==> src/hdl/ycc_pkg.sv <==
package ycc_pkg;

	// Q12 coefficients, rounded to nearest
	localparam int unsigned QShift = 12;
	localparam logic [11:0] K_INV115 = 12'd3562;   // 1/1.15
	localparam int unsigned ChromaOffset = 15;

	localparam int unsigned AccW = 25;             // signed accumulator width
	localparam logic signed [AccW-1:0] K_CR_R  = 25'sd5747;    // 1.403
	localparam logic signed [AccW-1:0] K_OFF_R = 25'sd735232;  // 179.5
	localparam logic signed [AccW-1:0] K_CB_G  = 25'sd1410;    // 0.3443
	localparam logic signed [AccW-1:0] K_OFF_G = 25'sd555008;  // 135.5
	localparam logic signed [AccW-1:0] K_CR_G  = 25'sd2926;    // 0.7144
	localparam logic signed [AccW-1:0] K_OFF_B = 25'sd929792;  // 227.0
	localparam logic signed [AccW-1:0] K_CB_B  = 25'sd7262;    // 1.773

	typedef logic signed [AccW-1:0] acc_t;

	// Rescaled pixel handed from the chroma stage to the matrix stage
	typedef struct packed {
		logic [7:0] luma;
		logic [7:0] blue_diff;
		logic [7:0] red_diff;
	} pix_t;

	typedef struct packed {
		logic [7:0] red;
		logic [7:0] green;
		logic [7:0] blue;
	} rgb_t;

	// trunc(x / 1.15) + 15, range 15..236
	function automatic logic [7:0] rescale(input logic [7:0] raw);
		logic [19:0] prod;
		prod = 20'(raw) * 20'(K_INV115);
		return prod[19:12] + 8'(ChromaOffset);
	endfunction

	// Truncate Q12 toward zero and clamp to 0..255
	function automatic logic [7:0] sat_byte(input acc_t q);
		logic [AccW-QShift-1:0] whole;
		whole = q[AccW-1:QShift];
		if (q[AccW-1]) begin
			return 8'd0;
		end else if (whole > (AccW-QShift)'(255)) begin
			return 8'd255;
		end else begin
			return whole[7:0];
		end
	endfunction

endpackage

==> src/hdl/ycc_stream_if.sv <==
interface ycc_pix_if;
	logic       valid;
	logic       ready;
	logic [7:0] chroma_byte;
	logic [7:0] luma_byte;
	logic       frame_start;

	modport source (output valid, chroma_byte, luma_byte, frame_start, input ready);
	modport sink   (input valid, chroma_byte, luma_byte, frame_start, output ready);
endinterface

interface ycc_rgb_if;
	logic       valid;
	logic       ready;
	logic [7:0] red;
	logic [7:0] green;
	logic [7:0] blue;

	modport source (output valid, red, green, blue, input ready);
	modport sink   (input valid, red, green, blue, output ready);
endinterface

==> src/hdl/ycc_chroma_stage.sv <==
module ycc_chroma_stage (
	input  logic          clk,
	input  logic          arst_n,
	input  logic          in_valid,
	output logic          in_ready,
	input  logic [7:0]    chroma_byte,
	input  logic [7:0]    luma_byte,
	input  logic          frame_start,
	output logic          valid_s1,
	input  logic          next_ready,
	output ycc_pkg::pix_t pix_s1
);
	import ycc_pkg::*;

	logic       chroma_phase_q;
	logic [7:0] held_blue_diff_q;
	logic [7:0] held_red_diff_q;
	logic       accept;
	logic       phase_next;
	logic [7:0] chroma_scaled;
	logic [7:0] blue_next;
	logic [7:0] red_next;

	assign in_ready      = !valid_s1 || next_ready;
	assign accept        = in_valid && in_ready;
	assign phase_next    = frame_start ? 1'b1 : !chroma_phase_q;
	assign chroma_scaled = rescale(chroma_byte);
	assign blue_next     = phase_next ? chroma_scaled : held_blue_diff_q;
	assign red_next      = phase_next ? held_red_diff_q : chroma_scaled;

	always_ff @(posedge clk or negedge arst_n) begin
		if (!arst_n) begin
			chroma_phase_q   <= 1'b0;
			held_blue_diff_q <= 8'd0;
			held_red_diff_q  <= 8'd0;
			valid_s1         <= 1'b0;
		end else begin
			if (accept) begin
				chroma_phase_q   <= phase_next;
				held_blue_diff_q <= blue_next;
				held_red_diff_q  <= red_next;
				valid_s1         <= 1'b1;
			end else if (next_ready) begin
				valid_s1 <= 1'b0;
			end
		end
	end

	always_ff @(posedge clk) begin
		if (accept) begin
			pix_s1.luma      <= rescale(luma_byte);
			pix_s1.blue_diff <= blue_next;
			pix_s1.red_diff  <= red_next;
		end
	end

	a_frame_phase: assert property (@(posedge clk) disable iff (!arst_n)
		accept && frame_start |=> chroma_phase_q)
		else $error("phase not set to one after frame start");

	a_phase_toggle: assert property (@(posedge clk) disable iff (!arst_n)
		accept && !frame_start |=> chroma_phase_q != $past(chroma_phase_q))
		else $error("phase failed to toggle");

	a_held_stable: assert property (@(posedge clk) disable iff (!arst_n)
		!accept |=> $stable(held_blue_diff_q) && $stable(held_red_diff_q)
			&& $stable(chroma_phase_q))
		else $error("held chroma changed without a transaction");

endmodule

==> src/hdl/ycc_matrix_stage.sv <==
module ycc_matrix_stage (
	input  logic          clk,
	input  logic          arst_n,
	input  logic          in_valid,
	output logic          in_ready,
	input  ycc_pkg::pix_t pix_s1,
	output logic          valid_s2,
	input  logic          out_ready,
	output ycc_pkg::rgb_t rgb_s2
);
	import ycc_pkg::*;

	acc_t luma_q12;
	acc_t cb_s;
	acc_t cr_s;
	acc_t red_acc;
	acc_t green_acc;
	acc_t blue_acc;
	logic accept;

	assign in_ready = !valid_s2 || out_ready;
	assign accept   = in_valid && in_ready;

	assign luma_q12 = acc_t'({pix_s1.luma, 12'd0});
	assign cb_s     = acc_t'(pix_s1.blue_diff);
	assign cr_s     = acc_t'(pix_s1.red_diff);

	assign red_acc   = K_CR_R * cr_s - K_OFF_R + luma_q12;
	assign green_acc = K_OFF_G + luma_q12 - K_CB_G * cb_s - K_CR_G * cr_s;
	assign blue_acc  = luma_q12 - K_OFF_B + K_CB_B * cb_s;

	always_ff @(posedge clk or negedge arst_n) begin
		if (!arst_n) begin
			valid_s2 <= 1'b0;
		end else begin
			if (accept) begin
				valid_s2 <= 1'b1;
			end else if (out_ready) begin
				valid_s2 <= 1'b0;
			end
		end
	end

	always_ff @(posedge clk) begin
		if (accept) begin
			rgb_s2.red   <= sat_byte(red_acc);
			rgb_s2.green <= sat_byte(green_acc);
			rgb_s2.blue  <= sat_byte(blue_acc);
		end
	end

	a_fill: assert property (@(posedge clk) disable iff (!arst_n)
		accept |=> valid_s2)
		else $error("result register not loaded");

	a_drain: assert property (@(posedge clk) disable iff (!arst_n)
		valid_s2 && out_ready && !accept |=> !valid_s2)
		else $error("result repeated after transaction");

	a_hold: assert property (@(posedge clk) disable iff (!arst_n)
		valid_s2 && !out_ready |=> valid_s2 && $stable(rgb_s2))
		else $error("stalled result changed");

endmodule

==> src/hdl/ycbcr422_to_rgb_converter.sv <==
// 4:2:2 YCbCr to RGB converter. Each input transaction carries one pixel: a
// chroma byte (Cb and Cr on alternating pixels) and a luma byte; each
// produces exactly one RGB transaction. A one-bit phase toggles per pixel
// and is forced so the pixel flagged frame_start loads Cb; the other chroma
// component keeps its last value (zero after reset). Bytes are rescaled as
// trunc(x/1.15)+15, then mapped to RGB in Q12 fixed point, truncated and
// clamped to 0..255. Throughput is one pixel per clock while the output is
// not stalled. The first register holds the rescaled luma and chroma, and
// the second holds the saturated RGB result after the constant-coefficient
// multiply-add. Each stage accepts a new transaction while its neighbor
// downstream is taking the held one, so back pressure costs no bubbles.
module ycbcr422_to_rgb_converter (
	input logic    clk,
	input logic    arst_n,
	ycc_pix_if.sink  pix,
	ycc_rgb_if.source rgb
);
	import ycc_pkg::*;

	logic  valid_s1;
	logic  ready_s2;
	pix_t  pix_s1;
	rgb_t  rgb_s2;

	// Stage 1: phase tracking, held chroma, rescale
	ycc_chroma_stage u_chroma (
		.clk         (clk),
		.arst_n      (arst_n),
		.in_valid    (pix.valid),
		.in_ready    (pix.ready),
		.chroma_byte (pix.chroma_byte),
		.luma_byte   (pix.luma_byte),
		.frame_start (pix.frame_start),
		.valid_s1    (valid_s1),
		.next_ready  (ready_s2),
		.pix_s1      (pix_s1)
	);

	// Stage 2: color matrix and saturation into the result register
	ycc_matrix_stage u_matrix (
		.clk       (clk),
		.arst_n    (arst_n),
		.in_valid  (valid_s1),
		.in_ready  (ready_s2),
		.pix_s1    (pix_s1),
		.valid_s2  (rgb.valid),
		.out_ready (rgb.ready),
		.rgb_s2    (rgb_s2)
	);

	// Drive the result payload from the stage 2 register
	assign rgb.red   = rgb_s2.red;
	assign rgb.green = rgb_s2.green;
	assign rgb.blue  = rgb_s2.blue;

endmodule
==> src/flat_wrapper.sv <==
// flat-port wrapper written by rule: the top's interface ports become plain ports
module ycbcr422_to_rgb_converter_flat import ycc_pkg::*;
  (clk, arst_n, pix_valid, pix_chroma_byte, pix_luma_byte, pix_frame_start, pix_ready, rgb_valid, rgb_red, rgb_green, rgb_blue, rgb_ready);
  ycc_pix_if pix_i ();
  ycc_rgb_if rgb_i ();
  input logic clk;
  input logic arst_n;
  input wire logic [$bits(pix_i.valid)-1:0] pix_valid;
  input wire logic [$bits(pix_i.chroma_byte)-1:0] pix_chroma_byte;
  input wire logic [$bits(pix_i.luma_byte)-1:0] pix_luma_byte;
  input wire logic [$bits(pix_i.frame_start)-1:0] pix_frame_start;
  output wire logic [$bits(pix_i.ready)-1:0] pix_ready;
  output wire logic [$bits(rgb_i.valid)-1:0] rgb_valid;
  output wire logic [$bits(rgb_i.red)-1:0] rgb_red;
  output wire logic [$bits(rgb_i.green)-1:0] rgb_green;
  output wire logic [$bits(rgb_i.blue)-1:0] rgb_blue;
  input wire logic [$bits(rgb_i.ready)-1:0] rgb_ready;
  assign pix_i.valid = pix_valid;
  assign pix_i.chroma_byte = pix_chroma_byte;
  assign pix_i.luma_byte = pix_luma_byte;
  assign pix_i.frame_start = pix_frame_start;
  assign pix_ready = pix_i.ready;
  assign rgb_valid = rgb_i.valid;
  assign rgb_red = rgb_i.red;
  assign rgb_green = rgb_i.green;
  assign rgb_blue = rgb_i.blue;
  assign rgb_i.ready = rgb_ready;
  ycbcr422_to_rgb_converter u_core (.clk(clk), .arst_n(arst_n), .pix(pix_i), .rgb(rgb_i));
endmodule
==> config.mk <==
export PLATFORM = sky130hd
export DESIGN_NAME = ycbcr422_to_rgb_converter_flat
export DESIGN_NICKNAME = d
export VERILOG_FILES = /design/src/hdl/ycc_pkg.sv /design/src/hdl/ycc_stream_if.sv /design/src/hdl/ycc_chroma_stage.sv /design/src/hdl/ycc_matrix_stage.sv /design/src/hdl/ycbcr422_to_rgb_converter.sv /design/src/flat_wrapper.sv
export SDC_FILE = /design/constraint.sdc
export NUM_CORES = 1
export LEC_CHECK = 0
export ABC_AREA = 1
export ABC_CLOCK_PERIOD_IN_PS = 5820
export BUFFER_PORTS_ARGS = -buffer_cell sky130_fd_sc_hd__buf_2
export CAP_MARGIN = 20
export CORE_ASPECT_RATIO = 1.25
export CORE_MARGIN = 2
export CORE_UTILIZATION = 60
export CTS_CLUSTER_DIAMETER = 200
export DETAILED_ROUTE_END_ITERATION = 6
export PLACE_DENSITY_LB_ADDON = 0.2
export SETUP_SLACK_MARGIN = 0.15
export SLEW_MARGIN = 0
export SYNTH_ARGS = -nofsm -noshare
export SYNTH_HDL_FRONTEND = slang
export SYNTH_HIERARCHICAL = 1
export SYNTH_SLANG_ARGS = --single-unit
==> constraint.sdc <==
create_clock -name clk -period 5.82 [get_ports clk]
set_input_delay 0.873 -clock clk [delete_from_list [all_inputs] [get_ports clk]]
set_output_delay 0.873 -clock clk [all_outputs]
set_load 0.02 [all_outputs]
==> flow_metrics.py <==
metrics = {
    "run_status": {
        "status": "finished with violations",
        "violations": "DRC",
    },
    "sta": {
        "finalCritPeriodShare_pct": 99.67,
        "setup_tns_ns": 0,
        "fin_worst_skew_ns": 0.01452,
        "tightest_slew_ns": 0.5648,
        "report.final.slew_viol_count": 0,
        "fmax_mhz": 172.4,
        "hold_violations": 0,
        "rsz0062_at_grt": "yes",
        "setup_viol_count_final": 0,
        "max_slew_margin_pct": 62.21,
        "min_period_ns": 5.801,
    },
    "cells_and_area": {
        "multi_input_comb_area_sq_um": 11700,
        "fin_area_sq_um": 16930,
        "post-route-util_pct": 69.08,
        "diodes": 0,
        "nets": 2458,
        "fill_cells": 1995,
        "syn_to_final_growth_pct": 13.11,
        "drive_gt1_share_pct": 14.50,
        "seqCellArea_sq_um": 1917,
    },
    "global_route": {
        "grtUsageTotal_pct": 26.68,
        "antenna_found_initial": 0,
        "grt_max_degree": 25,
        "grt-ovfl-total": 0,
        "grt_pass1_wl_mm": 57.46,
        "grt_pass1_vias": 12600,
    },
    "route": {
        "ant_nets": 0,
        "vias": 12270,
        "drc": 2,
        "drt-total-wl_mm": 34.57,
        "viasPerCell": 5.283,
        "firstDrtPassIters": 7,
        "drt_iter0_drc": 571,
        "wl_per_cell_um": 14.88,
    },
    "setup_path": {
        "crit_type": "register to register",
        "required_ns": 5.91,
        "cp.arrival_ns": 5.89,
        "r2r_setup_slack_ns": 0.02,
        "worstSetupStartpointType": "register",
        "critical_path_peak_fanout": 8,
        "endpoint_kind": "register",
    },
    "synth": {
        "ys_async_sr_fraction_pct": 28.36,
        "synth.largest_area_cell": "ha_1",
        "syn_inst": 1861,
        "avgSynthCellArea_sq_um": 8.042,
        "syn_area_sq_um": 14970,
        "seq_area_frac_synth_pct": 12.81,
        "synthTopCellsByCount": "463 x inv_1, 329 x nand2_1, 305 x ha_1",
        "synth_flop_cell": "edfxtp_1",
        "synth_nets": 2331,
        "synth_area_leaders": "ha_1 25%, fa_1 19%, inv_1 12%",
        "synthMostInstantiatedCell": "inv_1",
        "synth-seq-cells": 67,
        "synth_edf_count": 48,
        "synth_cell_type_count": 50,
        "yosysWarnings": 6,
        "synth_top_cell_area_share_pct": 25.50,
    },
    "die": {
        "dieArea_sq_um": 26230,
        "rows": 64,
        "ios": 47,
        "fp.dieW_um": 145.3,
        "die_y_um": 180.6,
        "start_util_pct": 61.08,
        "coreArea_sq_um": 24500,
    },
    "place": {
        "port-buffer-count": 46,
        "gp_congestion": 0.9504,
        "hpwlAfterDp_mm": 29.27,
        "place_area_sq_um": 15980,
    },
    "clock_network": {
        "clock-sinks": 67,
        "cts_root_buf": "clkbuf_16",
        "clk_pin_slew_ns": 0.07,
        "clk_latency_ns": 0.35,
        "cts_made_buffers": 9,
        "cts_tree": "yes",
        "clockBufferDepth": 2,
        "htreeDepth": 3,
        "cts_hold_repair.buffers": 0,
    },
    "min_path": {
        "hold_class": "input pin to async pin",
    },
    "job": {
        "drv_cap": 0,
    },
}
registers in the layout (all words and copies together) (netlist names):
register and count:
u_core/u_chroma/held_red_diff_q 8, u_core/u_matrix/rgb_s2 24, u_core/u_chroma/chroma_phase_q 1, u_core/u_chroma/pix_s1 24
u_core/u_chroma/held_blue_diff_q 8, u_core/u_chroma/valid_s1 1, u_core/u_matrix/valid_s2 1
critical path, cell delays in order, from the launching register on:
cell      delay [ns]
edfxtp_1        0.38
buf_6           0.16
fa_2            0.57
inv_2           0.04
fa_1            0.49
fa_1            0.43
fa_1            0.50
inv_2           0.05
ha_4            0.28
inv_4           0.04
nor3_2          0.16
nand2_1         0.08
nand2_2         0.09
a31oi_4         0.10
o21ai_4         0.23
xor2_2          0.10
fa_1            0.53
inv_2           0.05
ha_4            0.25
a21oi_2         0.15
o21ai_1         0.08
a21oi_1         0.11
nand2_1         0.12
nand2_2         0.10
nand2_2         0.08
a21oi_4         0.29
a21oi_1         0.08
final timing paths:
| path | startpoint | endpoint | cells past startpoint |
|---|---|---|---|
| worst max register to register | u_core/u_chroma/pix_s1[7] | u_core/u_matrix/rgb_s2[13] | 26 |
| worst min register to register | u_core/u_chroma/held_red_diff_q[6] | u_core/u_chroma/held_red_diff_q[6] | 2 |
| worst max-delay path | u_core/u_chroma/pix_s1[7] | u_core/u_matrix/rgb_s2[13] | 26 |
| max in group asynchronous | arst_n | u_core/u_chroma/held_red_diff_q[3] | 1 |
| min in group clk | u_core/u_chroma/held_red_diff_q[6] | u_core/u_chroma/held_red_diff_q[6] | 2 |
| worst min-delay path | arst_n | u_core/u_chroma/held_red_diff_q[2] | 1 |
final cells by class:
cell class	instances	share of cell area [%]
Clock buffer	10	1.478
Clock inverter	6	0.2439
Sequential cell	67	11.32
Tap cell	330	2.439
Multi-Input combinational cell	1320	69.14
Inverter	469	10.44
Timing Repair Buffer	121	4.938
timing repair:
item                                    4_1_cts  5_1_grt
pin swaps                                    23       34
endpoints found under the setup margin       20       25
setup buffers                                13       20
resized for setup                            35       53
stage by stage:
| step | hold slack [ns] | setup WS, ns | cells |
|---|---|---|---|
| floorplan | 0.4417 | 0.1557 | 1861 |
| global placement | 0.4537 | 0.02392 | 2273 |
| detailed placement | 0.4616 | -0.1472 | 2274 |
| CTS | 0.4703 | 0.1175 | 2303 |
| global route | 0.4937 | -0.2466 | 2323 |
| finish | 0.4695 | 0.01912 | 2323 |
metal layers:
layer,vias up,share of wire [%],global-route usage [%]
met5,-,0,0
met4,0,3.7,10.08
met3,77,3.3,3.114
met2,247,53,51.37
met1,5801,40,29.85
li1,6148,-,-
kinds of logic after synthesis:
family,Yosys count,share of synthesized area (%)
simple gates,561,16.86
compound gates,227,8.661
buf+inv,474,11.95
xor+xnor,83,4.958
flops,67,12.81
fa+ha+maj,449,44.76
cells in the final DEF, fill, tap and decap left out, types with 46 or more instances in the layout:
cell type / netlist / layout
a21oi_1: 110 / 94
buf_2: 0 / 46
buf_4: 0 / 68
edfxtp_1: 48 / 48
fa_1: 144 / 137
ha_1: 305 / 286
inv_1: 463 / 452
nand2_1: 329 / 315
nand3_1: 65 / 64
nor2_1: 62 / 61
o21ai_0: 52 / 50
xor2_1: 52 / 50
Power is not shown: default switching activity piles up to over one toggle a cycle in this logic, so the estimate is an artifact.
